## src/rtl/core/fde_pkg.sv

```systemverilog
package fde_pkg;

  // Line geometry
  localparam int LINE_DEPTH = 131072;
  localparam int CHANNELS   = 2;
  localparam int LINE_AW    = $clog2(LINE_DEPTH);
  localparam int CH_W       = (CHANNELS > 1) ? $clog2(CHANNELS) : 1;
  localparam int MEM_AW     = CH_W + LINE_AW;

  // Field widths
  localparam int SAMPLE_W   = 16;
  localparam int DELAY_W    = 17;
  localparam int FB_W       = 15;
  localparam int WET_W      = 16;
  localparam int GAIN_W     = 17;  // wet / dry gains after clamping, 0 .. 32768
  localparam int CFG_IDX_W  = 2;
  localparam int CFG_DATA_W = 17;

  // Register indexes
  localparam logic [CFG_IDX_W-1:0] CFG_DELAY    = 2'd0;
  localparam logic [CFG_IDX_W-1:0] CFG_FEEDBACK = 2'd1;
  localparam logic [CFG_IDX_W-1:0] CFG_WET      = 2'd2;

  // Register reset values
  localparam logic [DELAY_W-1:0] DELAY_RST = 17'd24000;
  localparam logic [FB_W-1:0]    FB_RST    = 15'd16384;
  localparam logic [WET_W-1:0]   WET_RST   = 16'd16384;

  // Unity gain in unsigned Q2.15
  localparam logic [GAIN_W-1:0]  GAIN_ONE  = 17'd32768;

  typedef logic [LINE_AW-1:0]         line_idx_t;
  typedef logic [MEM_AW-1:0]          mem_addr_t;
  typedef logic signed [SAMPLE_W-1:0] sample_t;

  typedef struct packed {
    logic    channel;
    sample_t sample_in;
    logic    block_end;
  } in_item_t;

  typedef struct packed {
    sample_t sample_out;
    logic    channel_out;
    logic    block_end_out;
  } out_item_t;

  // Item held in the read stage, waiting on line data
  typedef struct packed {
    mem_addr_t waddr;
    logic      rd_valid;   // entry was written at least once
    logic      fwd;        // take data from the last write, not from the line
    logic      channel;
    sample_t   sample;
    logic      block_end;
  } s1_t;

endpackage

```

## src/rtl/core/fde_ctrl.sv

```systemverilog
module fde_ctrl (
  input  logic                clk,
  input  logic                rst_n,
  input  fde_pkg::in_item_t   in_data,
  input  logic                accept,
  input  logic                adv,
  input  fde_pkg::line_idx_t  delay,
  output fde_pkg::mem_addr_t  raddr,
  output logic                hazard,
  output logic                fwd,
  output logic                s1_valid,
  output fde_pkg::s1_t        s1_stage,
  output logic                s2_valid,
  output fde_pkg::mem_addr_t  s2_waddr
);

  localparam int LineAw = fde_pkg::LINE_AW;
  localparam int ChW    = fde_pkg::CH_W;
  localparam int Chans  = fde_pkg::CHANNELS;
  localparam int Depth  = fde_pkg::LINE_DEPTH;

  fde_pkg::line_idx_t widx_r [Chans];
  logic [Chans-1:0]   wrap_r;

  logic               s1_v_r;
  fde_pkg::s1_t       s1_r;
  logic               s2_v_r;
  fde_pkg::mem_addr_t s2_waddr_r;

  logic [ChW-1:0]     line_ch;
  fde_pkg::line_idx_t wp, rp, wp_nxt;
  logic               wp_last, rd_valid;
  fde_pkg::mem_addr_t waddr;

  always_comb begin
    if (int'(in_data.channel) >= Chans) begin
      line_ch = ChW'(Chans - 1);
    end else begin
      line_ch = ChW'(in_data.channel);
    end
    wp = widx_r[line_ch];
    if (wp >= delay) begin
      rp = wp - delay;
    end else begin
      rp = LineAw'(int'(wp) + Depth - int'(delay));
    end
    // before the first wrap only [0, wp) has been written
    rd_valid = wrap_r[line_ch] || (rp < wp);
    wp_last  = (wp == LineAw'(Depth - 1));
    wp_nxt   = wp_last ? '0 : wp + LineAw'(1);
    raddr    = {line_ch, rp};
    waddr    = {line_ch, wp};
    hazard   = s1_v_r && (s1_r.waddr == raddr);
    fwd      = s2_v_r && (s2_waddr_r == raddr);
  end

  always_ff @(posedge clk) begin
    if (!rst_n) begin
      for (int i = 0; i < Chans; i++) begin
        widx_r[i] <= '0;
      end
      wrap_r <= '0;
      s1_v_r <= 1'b0;
      s2_v_r <= 1'b0;
    end else begin
      if (accept) begin
        widx_r[line_ch] <= wp_nxt;
        if (wp_last) begin
          wrap_r[line_ch] <= 1'b1;
        end
      end
      if (adv) begin
        s1_v_r <= accept;
        s2_v_r <= s1_v_r;
      end
    end
  end

  always_ff @(posedge clk) begin
    if (accept) begin
      s1_r.waddr     <= waddr;
      s1_r.rd_valid  <= rd_valid;
      s1_r.fwd       <= fwd;
      s1_r.channel   <= in_data.channel;
      s1_r.sample    <= in_data.sample_in;
      s1_r.block_end <= in_data.block_end;
    end
    if (adv) begin
      s2_waddr_r <= s1_r.waddr;
    end
  end

  assign s1_valid = s1_v_r;
  assign s1_stage = s1_r;
  assign s2_valid = s2_v_r;
  assign s2_waddr = s2_waddr_r;

endmodule

```

## config.mk

```make
export PLATFORM = sky130hd
export DESIGN_NAME = fde_ctrl
export DESIGN_NICKNAME = d
export VERILOG_FILES = /design/src/rtl/core/fde_pkg.sv /design/src/rtl/core/fde_ctrl.sv
export SDC_FILE = /design/constraint.sdc
export NUM_CORES = 1
export LEC_CHECK = 0
export BUFFER_PORTS_ARGS = -buffer_cell sky130_fd_sc_hd__buf_2
export CORE_ASPECT_RATIO = 1.1
export CORE_UTILIZATION = 45
export CTS_CLUSTER_SIZE = 8
export DETAILED_ROUTE_END_ITERATION = 8
export PLACE_DENSITY = 0.68
export SETUP_SLACK_MARGIN = 0.5
export SYNTH_ARGS = -nofsm -noshare
export SYNTH_HDL_FRONTEND = slang
export SYNTH_SLANG_ARGS = --single-unit
```

## constraint.sdc

```tcl
create_clock -name clk -period 6.6 [get_ports clk]
set_clock_uncertainty 0.1 [all_clocks]
set_input_delay 0.33 -clock clk [delete_from_list [all_inputs] [get_ports clk]]
set_output_delay 0.33 -clock clk [all_outputs]
set_load 0.02 [all_outputs]
```

==> run metrics <==
run status completed; hold buffers post-CTS 0; total core area 12100 sq um; CP Data Arrival Time 4.47 ns; Combinational Power Share 30.8%; drt via density 5.50; Mapped Area 5620 sq um; syn_area_per_cell 10.9 sq um; initial DRC count 295; Worst setup SP type primary input; Longest Clk Path Bufs 2; hpwl dp 10500 um; Die Wd 109 um; Worst Path Max Fanout 32; sequential area share after synthesis 49.0%; dominant cells by area after synthesis edfxtp_1 48%, ha_1 8.2%, xnor2_1 5.1%; Syn Inst Count 514; post-synth top area share 47.5%; Ports 117; gr usage total 21.9%; sw frac 33.6%; Seq. cell area 2750 sq um; total leakage power 2.86 nW; internal power 1.15 mW; Tmin final 4.90 ns; Final #Nets 697; R2R Setup Slk 2.36 ns; post-CTS resize count 0; top_reg_cell synth edfxtp_1; synth unique cells 56; worst-path cell chain buf_2 > mux2i_1 > inv_1 > ha_1 > nand2_1 > a211oi_1 > o21ai_0 > xnor2_1 > xnor2_1 > nand4_1 > a2111o_1 > nor4_1 > buf_2; Final Util 54.4%; CTS tree done; synthesized flop and latch total 93; critical path's slowest cell buf_2; FFs w/ async S/R, synth 0%; Peak VDD IR 0.110 mV; Placer Congestion 0.888; Worst Setup Path Type primary input to output pin; clock root cell clkbuf_16; CP peak stage delay 0.57 ns; Congestion Overflow GR 0; Max Fclk 204 MHz; post-synth net total 591; CP Data Required Time 6.17 ns; WL/cell 17.9 um; proportion of layout cells with a drive suffix above 1 22.4%; drt total wl 13900 um; H-tree depth reported by CTS 3; Net Sw Power 0.582 mW; Clock Latency Late Sink 0.34 ns; pin count of the biggest net entering global routing 43; Die Span Y 119 um; Cell Pwr Density 263 nW/um^2; yosys warns 0; crit end category output pin; fin crit share 74.2%; vias post-DR 4284; first-pass GRT wire length 21200 um; Post CTS Setup Buffer Count 0; Post-synth EDFFs 89; Setup violations, final 0; setup repair after global routing missed its margin false; Initial Util 46.5%; initial antenna violation count 0; Slew HR 45.8%; synthesis-to-finish area growth 17.0%; Final Slew Violations 0; setup_tns 0 ns; Detailed Routing Iterations Pass 1 5; Clk pwr share 27.8%; buffers added on ports 116; diodes inserted 0; cts bufs inserted 9; die area 12900 sq um; CTS sink cnt 93; Worst-path clk slew 0.07 ns; Row Count 42; final number of hold-violating endpoints 0; largest area contributor in the netlist edfxtp_1; max-cap violation count 0; worst min-delay path class primary input to register; DRT antenna net count 0; fill count 1067; Flop pwr share 41.5%; number of global-route vias before repair 4103; Residual DRC 0; multi-input logic area 2620 sq um; Slew @ Worst Pin 0.810 ns
==> cells by family (layout without fill, tap and decap cells) <==
group,count (synthesis),count (layout),share of synthesized area [%]
flip-flops,93,93,49.0
AO/OA/AOI/OAI,86,86,10.4
buffers and inverters,63,174,4.41
adder cells (fa/ha/maj),38,38,8.59
multiplexers,18,18,3.23
XOR/XNOR,58,58,10.6
AND/OR/NAND/NOR,158,158,13.7
==> final cells by class <==
| type | count | area share [%] |
|---|---|---|
| clock buffers | 10 | 3.48 |
| clock inverters | 6 | 0.590 |
| inverters | 41 | 2.34 |
| multi-input cells | 358 | 39.9 |
| flip-flops and latches | 93 | 41.9 |
| well taps | 154 | 2.93 |
| repair buffers | 117 | 8.94 |
==> sequential cells by signal (all words and copies together) (netlist names) <==
| name | count |
|---|---|
| s1_valid | 1 |
| wrap_r | 2 |
| s1_stage | 37 |
| s2_waddr | 18 |
| s2_valid | 1 |
| widx_r | 34 |
==> through the flow <==
stage | setup WS, ns | hold slack, ns | power (mW) | cells | cell area (sq um)
2_1_floorplan | 1.75 | 0.329 | 1.10 | 514 | 5620
3_3_place_gp | 1.81 | 0.348 | 1.25 | 763 | 6310
3_5_place_dp | 1.74 | 0.366 | 1.26 | 763 | 6310
4_1_cts | 1.73 | 0.0466 | 1.74 | 779 | 6580
5_1_grt | 1.43 | 0.0491 | 1.81 | 779 | 6580
6_report | 1.70 | 0.0592 | 1.73 | 779 | 6580
==> critical path: cells and delay by family <==
family          cells  cell delay (ns)
simple gates        3             0.60
xor+xnor            2             0.70
fa+ha+maj           1             0.51
compound gates      3             0.99
mux                 1             0.33
buf+inv             3             0.97
==> path summary, 6_finish.rpt <==
path / cells after the start / to / start
min: 1 / s1_stage[9] / in_data[9]
max: 13 / fwd / in_data[17]
min reg2reg: 1 / wrap_r[0] / wrap_r[0]
max reg2reg: 14 / s1_stage[19] / widx_r[1][3]
==> cell usage after synthesis (all sizes together), types with 2 or more instances <==
cell / instances
edfxtp: 89
inv: 41
nor2: 41
ha: 37
xnor2: 34
nor3: 30
a21oi: 27
nand2: 26
xor2: 18
mux2i: 17
clkbuf: 16
nand3: 14
o21ai: 13
nand2b: 11
nor2b: 10
nand4: 9
buf: 6
o22ai: 6
xnor3: 6
and3: 5
o21a: 5
a211oi: 4
a21o: 4
a22o: 4
dfxtp: 4
or2: 4
a2111o: 3
and2: 3
o21bai: 3
a311oi: 2
a31oi: 2
a41oi: 2
nor4: 2
o31ai: 2
==> power groups by stage <==
stage / logic (mW) / clock network [mW] / registers [mW]
after floorplan: 0.339 / 0 / 0.757
after global placement: 0.521 / 0 / 0.728
after detailed placement: 0.527 / 0 / 0.730
after CTS: 0.531 / 0.489 / 0.718
after global routing: 0.580 / 0.508 / 0.722
final: 0.533 / 0.481 / 0.718
==> placed cells by master (no fill, tap or decap), drive strengths merged, types with 5 or more instances in the layout <==
| master | Yosys | layout |
|---|---|---|
| nor3 | 30 | 30 |
| o21a | 5 | 5 |
| edfxtp | 89 | 89 |
| nand4 | 9 | 9 |
| o21ai | 13 | 13 |
| buf | 6 | 117 |
| mux2i | 17 | 17 |
| nand2b | 11 | 11 |
| nor2 | 41 | 41 |
| a21oi | 27 | 27 |
| nor2b | 10 | 10 |
| clkbuf | 16 | 10 |
| inv | 41 | 42 |
| ha | 37 | 37 |
| and3 | 5 | 5 |
| o22ai | 6 | 6 |
| xnor3 | 6 | 6 |
| nand3 | 14 | 14 |
| xor2 | 18 | 18 |
| nand2 | 26 | 26 |
| xnor2 | 34 | 34 |
==> per-layer routing <==
| layer | GRT usage [%] | vias up | wire, um |
|---|---|---|---|
| met5 | 0 | - | 0 |
| met4 | 8.28 | 0 | 337 |
| met3 | 3.67 | 27 | 707 |
| met2 | 35.5 | 121 | 6810 |
| met1 | 29.1 | 2072 | 6080 |
| li1 | - | 2064 | - |
No activity file was read; power rests on OpenSTA's default activity.
